`src/rtl/core/bfp_pkg.sv`:
```
// shared types, codes and the crc helper for the byte frame parser
package bfp_pkg;

	typedef enum logic [2:0] {
		PH_SOF0 = 3'd0,
		PH_SOF1 = 3'd1,
		PH_HEAD = 3'd2,
		PH_BODY = 3'd3,
		PH_CRCL = 3'd4,
		PH_CRCH = 3'd5
	} phase_t;

	typedef enum logic [2:0] {
		EV_NONE = 3'd0,
		EV_DATA = 3'd1,
		EV_GOOD = 3'd2,
		EV_CRC  = 3'd3,
		EV_LEN  = 3'd4,
		EV_DROP = 3'd5
	} event_t;

	localparam logic [1:0] REG_SOF_FIRST  = 2'd0;
	localparam logic [1:0] REG_SOF_SECOND = 2'd1;
	localparam logic [1:0] REG_PAY_LIMIT  = 2'd2;

	localparam logic [15:0] CRC_INIT = 16'hFFFF;
	localparam logic [15:0] CRC_POLY = 16'hA001;
	localparam logic [2:0]  HDR_LAST = 3'd4;

	typedef struct packed {
		event_t       ev;
		logic [7:0]   pay;
		logic [7:0]   version;
		logic [7:0]   kind;
		logic [7:0]   sequence_nr;
		logic [15:0]  length;
		logic [31:0]  good;
		logic [31:0]  crc_bad;
		logic [31:0]  len_bad;
		logic [31:0]  dropped;
	} result_t;

	// crc-16/modbus, one byte, lsb first
	function automatic logic [15:0] crc16_byte(input logic [15:0] crc, input logic [7:0] b);
		logic [15:0] c;
		c = crc ^ {8'h00, b};
		for (int k = 0; k < 8; k++) begin
			c = c[0] ? ((c >> 1) ^ CRC_POLY) : (c >> 1);
		end
		return c;
	endfunction

endpackage

```
`src/rtl/core/byte_frame_parser_crc16_core.sv`:
```
// top level of the byte frame parser with crc-16 trailer check
//
// Input channel: one received byte per word on rx_byte, qualified by
// in_valid; the core drives in_stall. Output channel: one result word for
// every input word (event code, payload byte, latched header fields and
// four wrapping diagnostic counters), qualified by out_valid and held by
// out_stall from the receiver.
// An accepted word's result goes into the result register, or into the
// skid register while a result waits there. Throughput is one word per
// cycle while in_stall is low; the byte-wide crc update and the frame
// state step sit between the input and the result register. A two-entry
// output stage (result register plus skid register) lets the core take
// one more word while a result waits; in_stall rises once both are full.
// Configuration goes through the apb-style port at byte addresses 0, 4
// and 8; pready is always high and writes are meant for idle periods.
// Reset clears the frame state, counters and latched header fields and
// loads the default markers (0xaa, 0x55) and payload limit (1024).
module byte_frame_parser_crc16_core
	import bfp_pkg::*;
#(
	parameter int COUNTER_BITS = 32
) (
	input  logic         clk,
	input  logic         arst_n,
	input  logic         psel,
	input  logic         penable,
	input  logic         pwrite,
	input  logic [3:0]   paddr,
	input  logic [31:0]  pwdata,
	output logic [31:0]  prdata,
	output logic         pready,
	input  logic         in_valid,
	output logic         in_stall,
	input  logic [7:0]   rx_byte,
	output logic         out_valid,
	input  logic         out_stall,
	output logic [2:0]   event_res,
	output logic [7:0]   payload_byte,
	output logic [7:0]   frame_version,
	output logic [7:0]   frame_kind,
	output logic [7:0]   frame_sequence,
	output logic [15:0]  hdr_length,
	output logic [31:0]  good_frames,
	output logic [31:0]  crc_failures,
	output logic [31:0]  length_failures,
	output logic [31:0]  dropped_bytes
);

	localparam logic [COUNTER_BITS-1:0] CNT_ONE = COUNTER_BITS'(1);

	// configuration
	logic [7:0]  sof_first_q, sof_second_q;
	logic [15:0] pay_limit_q;
	logic        cfg_wr;
	logic [1:0]  cfg_idx;

	// frame state
	phase_t      phase_q, phase_d;
	logic [2:0]  hpos_q, hpos_d;
	logic [7:0]  hdr_q [4];
	logic [15:0] ppos_q, ppos_d;
	logic [15:0] crc_q, crc_d;
	logic [7:0]  trl_q, trl_d;
	logic [7:0]  ver_q, ver_d, kind_q, kind_d, seq_q, seq_d;
	logic [15:0] len_q, len_d;
	logic [COUNTER_BITS-1:0] good_q, good_d, crcf_q, crcf_d;
	logic [COUNTER_BITS-1:0] lenf_q, lenf_d, drop_q, drop_d;

	// output stage
	result_t     res_s1, skid_s1, res_d;
	logic        out_valid_q, skid_valid_q;
	logic        in_acc, out_take;

	logic [15:0] crc_next;
	logic [15:0] hdr_len;
	logic [15:0] ppos_inc;
	event_t      ev_d;
	logic [7:0]  pay_d;

	assign pready  = 1'b1;
	assign cfg_idx = paddr[3:2];
	assign cfg_wr  = psel && penable && pwrite && pready;

	always_comb begin
		unique case (cfg_idx)
			REG_SOF_FIRST:  prdata = {24'h0, sof_first_q};
			REG_SOF_SECOND: prdata = {24'h0, sof_second_q};
			REG_PAY_LIMIT:  prdata = {16'h0, pay_limit_q};
			default:        prdata = 32'h0;
		endcase
	end

	always_ff @(posedge clk or negedge arst_n) begin
		if (!arst_n) begin
			sof_first_q  <= 8'hAA;
			sof_second_q <= 8'h55;
			pay_limit_q  <= 16'd1024;
		end else if (cfg_wr) begin
			unique case (cfg_idx)
				REG_SOF_FIRST:  sof_first_q  <= pwdata[7:0];
				REG_SOF_SECOND: sof_second_q <= pwdata[7:0];
				REG_PAY_LIMIT:  pay_limit_q  <= pwdata[15:0];
				default: ;
			endcase
		end
	end

	assign in_stall = skid_valid_q;
	assign in_acc   = in_valid && !skid_valid_q;
	assign out_take = out_valid_q && !out_stall;

	assign crc_next = crc16_byte(crc_q, rx_byte);
	assign hdr_len  = {rx_byte, hdr_q[3]};
	assign ppos_inc = ppos_q + 16'd1;

	always_comb begin
		phase_d = phase_q;
		hpos_d  = hpos_q;
		ppos_d  = ppos_q;
		crc_d   = crc_q;
		trl_d   = trl_q;
		ver_d   = ver_q;
		kind_d  = kind_q;
		seq_d   = seq_q;
		len_d   = len_q;
		good_d  = good_q;
		crcf_d  = crcf_q;
		lenf_d  = lenf_q;
		drop_d  = drop_q;
		ev_d    = EV_NONE;
		pay_d   = 8'h00;
		unique case (phase_q)
			PH_SOF0: begin
				if (rx_byte == sof_first_q) begin
					phase_d = PH_SOF1;
				end else begin
					ev_d   = EV_DROP;
					drop_d = drop_q + CNT_ONE;
				end
			end
			PH_SOF1: begin
				// second marker wins when both markers are equal
				if (rx_byte == sof_second_q) begin
					hpos_d  = 3'd0;
					crc_d   = CRC_INIT;
					phase_d = PH_HEAD;
				end else if (rx_byte != sof_first_q) begin
					ev_d    = EV_DROP;
					drop_d  = drop_q + CNT_ONE;
					phase_d = PH_SOF0;
				end
			end
			PH_HEAD: begin
				crc_d  = crc_next;
				hpos_d = hpos_q + 3'd1;
				if (hpos_q == HDR_LAST) begin
					ver_d  = hdr_q[0];
					kind_d = hdr_q[1];
					seq_d  = hdr_q[2];
					len_d  = hdr_len;
					hpos_d = 3'd0;
					if (hdr_len > pay_limit_q) begin
						ev_d    = EV_LEN;
						lenf_d  = lenf_q + CNT_ONE;
						phase_d = PH_SOF0;
						ppos_d  = 16'd0;
						trl_d   = 8'h00;
						crc_d   = CRC_INIT;
					end else if (hdr_len == 16'd0) begin
						phase_d = PH_CRCL;
					end else begin
						ppos_d  = 16'd0;
						phase_d = PH_BODY;
					end
				end
			end
			PH_BODY: begin
				ev_d   = EV_DATA;
				pay_d  = rx_byte;
				crc_d  = crc_next;
				ppos_d = ppos_inc;
				if (ppos_inc >= len_q) begin
					phase_d = PH_CRCL;
				end
			end
			PH_CRCL: begin
				trl_d   = rx_byte;
				phase_d = PH_CRCH;
			end
			PH_CRCH: begin
				if (crc_q == {rx_byte, trl_q}) begin
					ev_d   = EV_GOOD;
					good_d = good_q + CNT_ONE;
				end else begin
					ev_d   = EV_CRC;
					crcf_d = crcf_q + CNT_ONE;
				end
				phase_d = PH_SOF0;
				hpos_d  = 3'd0;
				ppos_d  = 16'd0;
				trl_d   = 8'h00;
				crc_d   = CRC_INIT;
			end
			default: begin
				phase_d = PH_SOF0;
				hpos_d  = 3'd0;
				ppos_d  = 16'd0;
				trl_d   = 8'h00;
				crc_d   = CRC_INIT;
			end
		endcase
	end

	// counters wider or narrower than 32 bits show their low word
	function automatic logic [31:0] low_word(input logic [COUNTER_BITS-1:0] v);
		logic [63:0] w;
		w = 64'(v);
		return w[31:0];
	endfunction

	always_comb begin
		res_d.ev          = ev_d;
		res_d.pay         = pay_d;
		res_d.version     = ver_d;
		res_d.kind        = kind_d;
		res_d.sequence_nr = seq_d;
		res_d.length      = len_d;
		res_d.good        = low_word(good_d);
		res_d.crc_bad     = low_word(crcf_d);
		res_d.len_bad     = low_word(lenf_d);
		res_d.dropped     = low_word(drop_d);
	end

	always_ff @(posedge clk or negedge arst_n) begin
		if (!arst_n) begin
			phase_q <= PH_SOF0;
			hpos_q  <= 3'd0;
			ppos_q  <= 16'd0;
			crc_q   <= CRC_INIT;
			trl_q   <= 8'h00;
			ver_q   <= 8'h00;
			kind_q  <= 8'h00;
			seq_q   <= 8'h00;
			len_q   <= 16'd0;
			good_q  <= '0;
			crcf_q  <= '0;
			lenf_q  <= '0;
			drop_q  <= '0;
			for (int i = 0; i < 4; i++) begin
				hdr_q[i] <= 8'h00;
			end
		end else if (in_acc) begin
			phase_q <= phase_d;
			hpos_q  <= hpos_d;
			ppos_q  <= ppos_d;
			crc_q   <= crc_d;
			trl_q   <= trl_d;
			ver_q   <= ver_d;
			kind_q  <= kind_d;
			seq_q   <= seq_d;
			len_q   <= len_d;
			good_q  <= good_d;
			crcf_q  <= crcf_d;
			lenf_q  <= lenf_d;
			drop_q  <= drop_d;
			if (phase_q == PH_HEAD && hpos_q != HDR_LAST) begin
				hdr_q[hpos_q[1:0]] <= rx_byte;
			end
		end
	end

	// output register plus skid entry
	always_ff @(posedge clk or negedge arst_n) begin
		if (!arst_n) begin
			out_valid_q  <= 1'b0;
			skid_valid_q <= 1'b0;
		end else if (out_take || !out_valid_q) begin
			if (skid_valid_q) begin
				out_valid_q  <= 1'b1;
				skid_valid_q <= 1'b0;
			end else begin
				out_valid_q <= in_acc;
			end
		end else if (in_acc) begin
			skid_valid_q <= 1'b1;
		end
	end

	always_ff @(posedge clk) begin
		if (out_take || !out_valid_q) begin
			if (skid_valid_q) begin
				res_s1 <= skid_s1;
			end else if (in_acc) begin
				res_s1 <= res_d;
			end
		end else if (in_acc) begin
			skid_s1 <= res_d;
		end
	end

	assign out_valid       = out_valid_q;
	assign event_res       = res_s1.ev;
	assign payload_byte    = res_s1.pay;
	assign frame_version   = res_s1.version;
	assign frame_kind      = res_s1.kind;
	assign frame_sequence  = res_s1.sequence_nr;
	assign hdr_length      = res_s1.length;
	assign good_frames     = res_s1.good;
	assign crc_failures    = res_s1.crc_bad;
	assign length_failures = res_s1.len_bad;
	assign dropped_bytes   = res_s1.dropped;

	// the skid entry only fills behind a held result
	a_skid_behind_out: assert property (@(posedge clk) disable iff (!arst_n)
		skid_valid_q |-> out_valid_q)
		else $error("skid entry valid without a result in the output register");

	// a payload phase always has a non-zero latched length
	a_body_len: assert property (@(posedge clk) disable iff (!arst_n)
		(phase_q == PH_BODY) |-> (len_q != 16'd0 && ppos_q < len_q))
		else $error("payload phase with exhausted or zero length");

	// header position never runs past the last header byte
	a_hpos_range: assert property (@(posedge clk) disable iff (!arst_n)
		hpos_q <= HDR_LAST)
		else $error("header position out of range");

	// an accepted word with a free output stage goes straight into the output register
	a_result_follows: assert property (@(posedge clk) disable iff (!arst_n)
		(in_acc && !out_valid_q) |=> (out_valid_q && !skid_valid_q))
		else $error("accepted word did not reach the output register");

endmodule

```
`config.mk`:
```
export PLATFORM = sky130hd
export DESIGN_NAME = byte_frame_parser_crc16_core
export DESIGN_NICKNAME = d
export VERILOG_FILES = /design/src/rtl/core/bfp_pkg.sv /design/src/rtl/core/byte_frame_parser_crc16_core.sv
export SDC_FILE = /design/constraint.sdc
export NUM_CORES = 1
export LEC_CHECK = 0
export BUFFER_PORTS_ARGS = -buffer_cell sky130_fd_sc_hd__buf_2
export CELL_PAD_IN_SITES_DETAIL_PLACEMENT = 1
export CELL_PAD_IN_SITES_GLOBAL_PLACEMENT = 1
export CORE_UTILIZATION = 45
export DETAILED_ROUTE_END_ITERATION = 12
export PLACE_DENSITY = 0.73
export SETUP_SLACK_MARGIN = 0.02
export SYNTH_ARGS = -nofsm -noshare
export SYNTH_HDL_FRONTEND = slang
export SYNTH_SLANG_ARGS = --single-unit
export TNS_END_PERCENT = 5
```
`constraint.sdc`:
```
create_clock -name clk -period 21.7 [get_ports clk]
set_input_delay 3.255 -clock clk [delete_from_list [all_inputs] [get_ports clk]]
set_output_delay 3.255 -clock clk [all_outputs]
set_load 0.01 [all_outputs]
```
==> Word-level counts from Yosys, hierarchy flattened <==
Cells that the tools add are included.
Widths: inputs -> output; s select.
{ "op_classes": {"eq_ne": 20, "mux": 66, "order_cmp": 4, "reduce_logical": 30, "n_addsub": 6, "n_bitwise": 15} }
{ "ops": {"columns": ["cell", "n"], "rows": [
  ["$mux 179", 2],
  ["$mux 32", 10],
  ["$mux 16", 16],
  ["$add 32x1->32 const B", 4],
  ["$pmux 16 s3", 2],
  ["$mux 8", 10],
  ["$pmux 16 s4", 1],
  ["$pmux 32 s2", 1],
  ["$mux 3", 14],
  ["$bwmux 32", 1],
  ["$pmux 3 s5", 2],
  ["$not 2->3", 9],
  ["$pmux 8 s3", 1],
  ["$add 16x1->16 const B", 1],
  ["$demux 8 s2", 1],
  ["$eq 16x16->1", 1],
  ["$eq 8x8->1", 2],
  ["$ge 16x16->1", 1],
  ["$gt 16x16->1", 1],
  ["$logic_not 16->1", 1],
  ["$xor 16x8->16", 1],
  ["$reduce_and 2->1", 6],
  ["$ne 2x2->1 const B", 5],
  ["$eq 3x3->1 const B", 3],
  ["other kinds (23)", 45]
]} }
{ "totals": {"word_cells": 183, "input_bits": 51, "register_bits": 638, "output_inout_bits": 214} }

==> Depth between registers and ports, before layout <==
{ "logic_depth": {"ltp_word": 20, "ltp_mapped": 15, "ltp_nobuf": 13} }

==> Least setup slack after synthesis <==
No wires, ideal clock.
{ "synth_timing": {"path_kind": "in2reg", "from": "input in_valid", "to": "register res_s1, in the netlist crc_failures[0] (enable)", "n_path_buf": 0, "t_arrival_ns": 11.948, "slack_ns": 8.975, "required_time_ns": 20.923, "stages": 2, "setup_ns": 0.777, "cell_sequence": "nor2_1 > a21oi_1"} }
{ "synth_via": {"elab_chain_len": 3} }
{ "synth_lines": {"columns": ["item", "line_no", "source"], "rows": [
  ["start, declared", "byte_frame_parser_crc16_core.sv:32", "input logic in_valid,"],
  ["$logic_and 1x1->1", "byte_frame_parser_crc16_core.sv:109", "assign in_acc = in_valid && !skid_valid_q;"],
  ["$reduce_bool 2->1 (no line)", null, null],
  ["$reduce_and 2->1 (no line)", null, null],
  ["end signal, assigned", "byte_frame_parser_crc16_core.sv:292", "res_s1 <= skid_s1;"],
  ["end signal, assigned", "byte_frame_parser_crc16_core.sv:294", "res_s1 <= res_d;"],
  ["end, declared", "byte_frame_parser_crc16_core.sv:70", "result_t res_s1, skid_s1, res_d;"]
]} }
No other way between the ends.
A chain may end at the register's enable or synchronous reset.

==> Worst setup path after layout <==
{ "layout_timing": {"from": "input paddr[3]", "to": "output prdata[2]"} }
{ "layout_via": {"elab_chain_len": 2, "elab_cells_between_ends": 4, "classes_between": "eq/ne: 2; mux: 1; reduce/logical: 1"} }
{ "layout_lines": {"columns": ["item", "line_no", "source"], "rows": [
  ["start, declared", "byte_frame_parser_crc16_core.sv:28", "input logic [3:0] paddr,"],
  ["$eq 2x2->1, or another cell as far along", "byte_frame_parser_crc16_core.sv:85", "unique case (cfg_idx)"],
  ["$pmux 16 s3 *", "byte_frame_parser_crc16_core.sv:85", null],
  ["end, declared", "byte_frame_parser_crc16_core.sv:30", "output logic [31:0] prdata,"]
]} }
Mark *: on every way between the ends. The rest lies on a longest branch, timed or not.

==> reports/results.md <==
| Item | This run |
|---|---|
| Number of instances in the synthesized netlist | 2363 |
| Detailed Route WL | 69.5 mm |
| Initial antenna violation count | 2 |
| Class of the tightest hold or removal check | reg2reg |
| Num Clock Sinks | 638 |
| Count of flip-flops with a built-in enable after synthesis | 358 |
| Overall die area | 66000 µm² |
| Filler Cell Count | 6682 |
| Global placer's final weighted congestion | 0.812 |
| Share of cells above drive strength 1 | 24.4% |
| Post-layout min period | 8.25 ns |
| Count of antenna diodes in the layout | 0 |
| Sequential cell area in the final layout | 17800 µm² |
| Buffers inserted by post-CTS timing repair | 0 |
| Area of the placeable core | 64300 µm² |
| Clock tree from TritonCTS | done |
| Largest vdd supply drop | 47.9 µV |
| Net total in the final layout | 2651 |
| Post-synthesis sequential element count | 638 |
| Total CTS buffers | 69 |
| Remaining routing DRC violations | 0 |
| Count of final max-slew check failures | 0 |
| Worst Setup Path Type | in2out |
| Headroom to the max-slew limit | 13.9% |
| Cells resized by post-CTS repair | 0 |
| DRT antenna net count | 0 |
| Number of DRC markers after the initial detailed-route iteration | 839 |
| Most common cell after layout, fill and taps aside | sky130_fd_sc_hd__edfxtp_1 |
| Endpoint class of the critical path | output pin |
| Length of the first detailed-routing pass in iterations | 6 |
| CTS Root Buffer Type | sky130_fd_sc_hd__clkbuf_16 |
| Proportion of power drawn by combinational gates | 11.8% |
| Setup WS post-layout | 13.45 ns |
| Unique masters post-synth | 61 |
| Required arrival time at the worst endpoint | 18.45 ns |
| Number of maximum-capacitance constraint violations | 0 |
| Achievable clock frequency | 0.121 GHz |
| Area of the multi-input gates | 10800 µm² |
| Worst-Skew Late Latency | 0.61 ns |
| Setup-violating endpoint count in the final report | 0 |
| Sequential cell area fraction in the yosys report | 60.8% |
| Pin count of the biggest net entering global routing | 180 |
| Maximum buffer depth of the clock tree | 3 |
| Standby leakage power | 14.1 nW |
| Run status | complete, no violations |
| Crit start category | input port |
| Vias in the first global route | 20000 |
| Per-cell via count in the routed design | 5.35 |
| Starting density of the core | 45.5% |
| Total number of vias | 18600 |
| Wire length of the first global-routing pass | 113 mm |
| Cell-internal power | 2.21 mW |
| Worst-Margin Slew | 1.28 ns |
| Post-Place Worst Slack | 13.41 ns |
| PortBufs | 229 |
| Sw Share | 25.5% |
| Standard-cell rows | 93 |
| Dominant register cell in the synthesized netlist | sky130_fd_sc_hd__edfxtp_1 |
| Post-route clock period utilization | 38.0% |
| Wirelength per Cell | 20.0 µm |
| Post-route non-filler standard cell count | 3470 |
| Summed instance area of the synthesized netlist | 29300 µm² |
| Total power density per cell area | 88.7 nW/µm² |
| Highest fanout seen on the critical path | 16 |
| GRT Residual Overflow | 0 |
| Clock Skew | 0.0286 ns |
| Clock network power share | 39.4% |
| Share of power burned in registers | 48.9% |
| Horizontal extent of the die | 257 µm |
| Global-route usage over all layers | 21.6% |
| Switching pwr | 0.754 mW |
| Ys async rst share | 43.9% |
| I/O pin count | 265 |
| Setup TNS | 0 ns |
| Synth Area per Inst | 12.4 µm² |
| Hold buffer count at CTS | 0 |
| Hpwl dp | 46.1 mm |
| Crit path DAT | 5.00 ns |
| Yosys synthesis warning count | 0 |
| Clock slew at the register clock pins of the worst setup and hold paths | 0.06 ns |
| H-tree depth | 3 |
| Placed Cells | 3343 |
| Top library cells by usage in the layout, fill and taps aside | 358 x sky130_fd_sc_hd__edfxtp_1, 333 x sky130_fd_sc_hd__nand2_1, 254 x sky130_fd_sc_hd__dfrtp_1 |
| Hold Fails Final Rpt | 0 |
| Final hold slack | 0.482 ns |
| Area growth from synthesis to final layout | 14.1% |
| RSZ-0062 raised after global routing | no |
| Height of the die | 257 µm |
[cell usage after synthesis, types with 7 or more instances]
cell type,count,area (µm²)
sky130_fd_sc_hd__mux2i_1,8,80.1
sky130_fd_sc_hd__nand2b_1,7,43.8
sky130_fd_sc_hd__dfstp_2,25,657
sky130_fd_sc_hd__a21oi_1,24,120
sky130_fd_sc_hd__nand2_1,333,1250
sky130_fd_sc_hd__and2_1,27,169
sky130_fd_sc_hd__xnor2_1,153,1340
sky130_fd_sc_hd__edfxtp_1,358,10800
sky130_fd_sc_hd__xor2_1,159,1390
sky130_fd_sc_hd__and3_1,38,238
sky130_fd_sc_hd__nand3_1,75,375
sky130_fd_sc_hd__or3_1,9,56.3
sky130_fd_sc_hd__and4_1,11,96.3
sky130_fd_sc_hd__clkbuf_1,80,300
sky130_fd_sc_hd__nor2_1,98,368
sky130_fd_sc_hd__mux2_2,235,2650
sky130_fd_sc_hd__dfrtp_1,255,6380
sky130_fd_sc_hd__nand4_1,61,382
sky130_fd_sc_hd__o21ai_0,91,455
sky130_fd_sc_hd__nor3_1,60,300
sky130_fd_sc_hd__buf_2,21,105
sky130_fd_sc_hd__buf_4,18,135
sky130_fd_sc_hd__nor4_1,44,275
sky130_fd_sc_hd__inv_1,47,176
sky130_fd_sc_hd__buf_1,14,52.6
sky130_fd_sc_hd__ha_1,41,513
[metrics by stage]
stage	cell area [µm²]	total power, mW	utilization, %
finish	33400	2.96	51.9
floorplan	29300	1.70	-
global route	33400	3.08	51.9
global placement	31100	1.80	48.4
detailed placement	31100	1.82	48.4
CTS	33400	3.00	51.9
[worst max-delay path: stages]
cell and delay, ns:
sky130_fd_sc_hd__buf_2 0.20, sky130_fd_sc_hd__nor2b_1 1.01, sky130_fd_sc_hd__nand2_1 0.12, sky130_fd_sc_hd__o21ai_0 0.21
sky130_fd_sc_hd__buf_2 0.21
[sequential cells by signal (all words and copies together), names as in the netlist, 24 cells and up]
name,count
dropped_bytes,32
drop_q,32
length_failures,32
good_q,32
lenf_q,32
good_frames,32
hdr_q,24
skid_s1,179
crcf_q,32
crc_failures,32
[area by class of cell]
| cell class | instances | area share, % |
|---|---|---|
| sequential | 638 | 53.3 |
| multi-input combinational | 1556 | 32.3 |
| clock buffer | 88 | 5.63 |
| timing repair buffer | 244 | 3.91 |
| tap | 855 | 3.20 |
| clock inverter | 39 | 1.06 |
| inverter | 50 | 0.562 |
[worst paths after layout]
kind | from | end | slack (ns) | cells past startpoint
setup / recovery | paddr[3] | prdata[2] | 13.45 | 5
max in group asynchronous | arst_n | in_stall | 17.36 | 2
min in group asynchronous | arst_n | lenf_q[11] | 2.71 | 1
hold reg to reg | seq_q[0] | seq_q[0] | 0.48 | 2
hold / removal | seq_q[0] | seq_q[0] | 0.48 | 2
setup reg to reg | pay_limit_q[10] | lenf_q[22] | 17.77 | 8
[logic make-up after synthesis]
family / share of synthesized area (%)
compound gates: 3.11
mux: 9.36
buf+inv: 2.69
simple gates: 12.8
flops: 60.8
other cells: 0.0257
fa+ha+maj: 1.75
xor+xnor: 9.42
[power groups by stage]
stage | clock [mW] | sequential [mW] | combinational (mW)
floorplan | 0 | 1.48 | 0.222
global route | 1.24 | 1.46 | 0.386
finish | 1.17 | 1.45 | 0.349
global placement | 0 | 1.46 | 0.338
detailed placement | 0 | 1.47 | 0.351
CTS | 1.20 | 1.45 | 0.356
[layer usage]
layer  up-vias  share of wire [%]  track usage [%]  wire length, µm
met4         0                2.5             7.13             1740
met2       326                 49             36.2            34200
li1       8708                  -                -                -
met1      9430                 45             28.7            31000
met3       104                3.6             3.26             2500
met5         -                  0                0                0
Power figures use the tool's default switching activity.
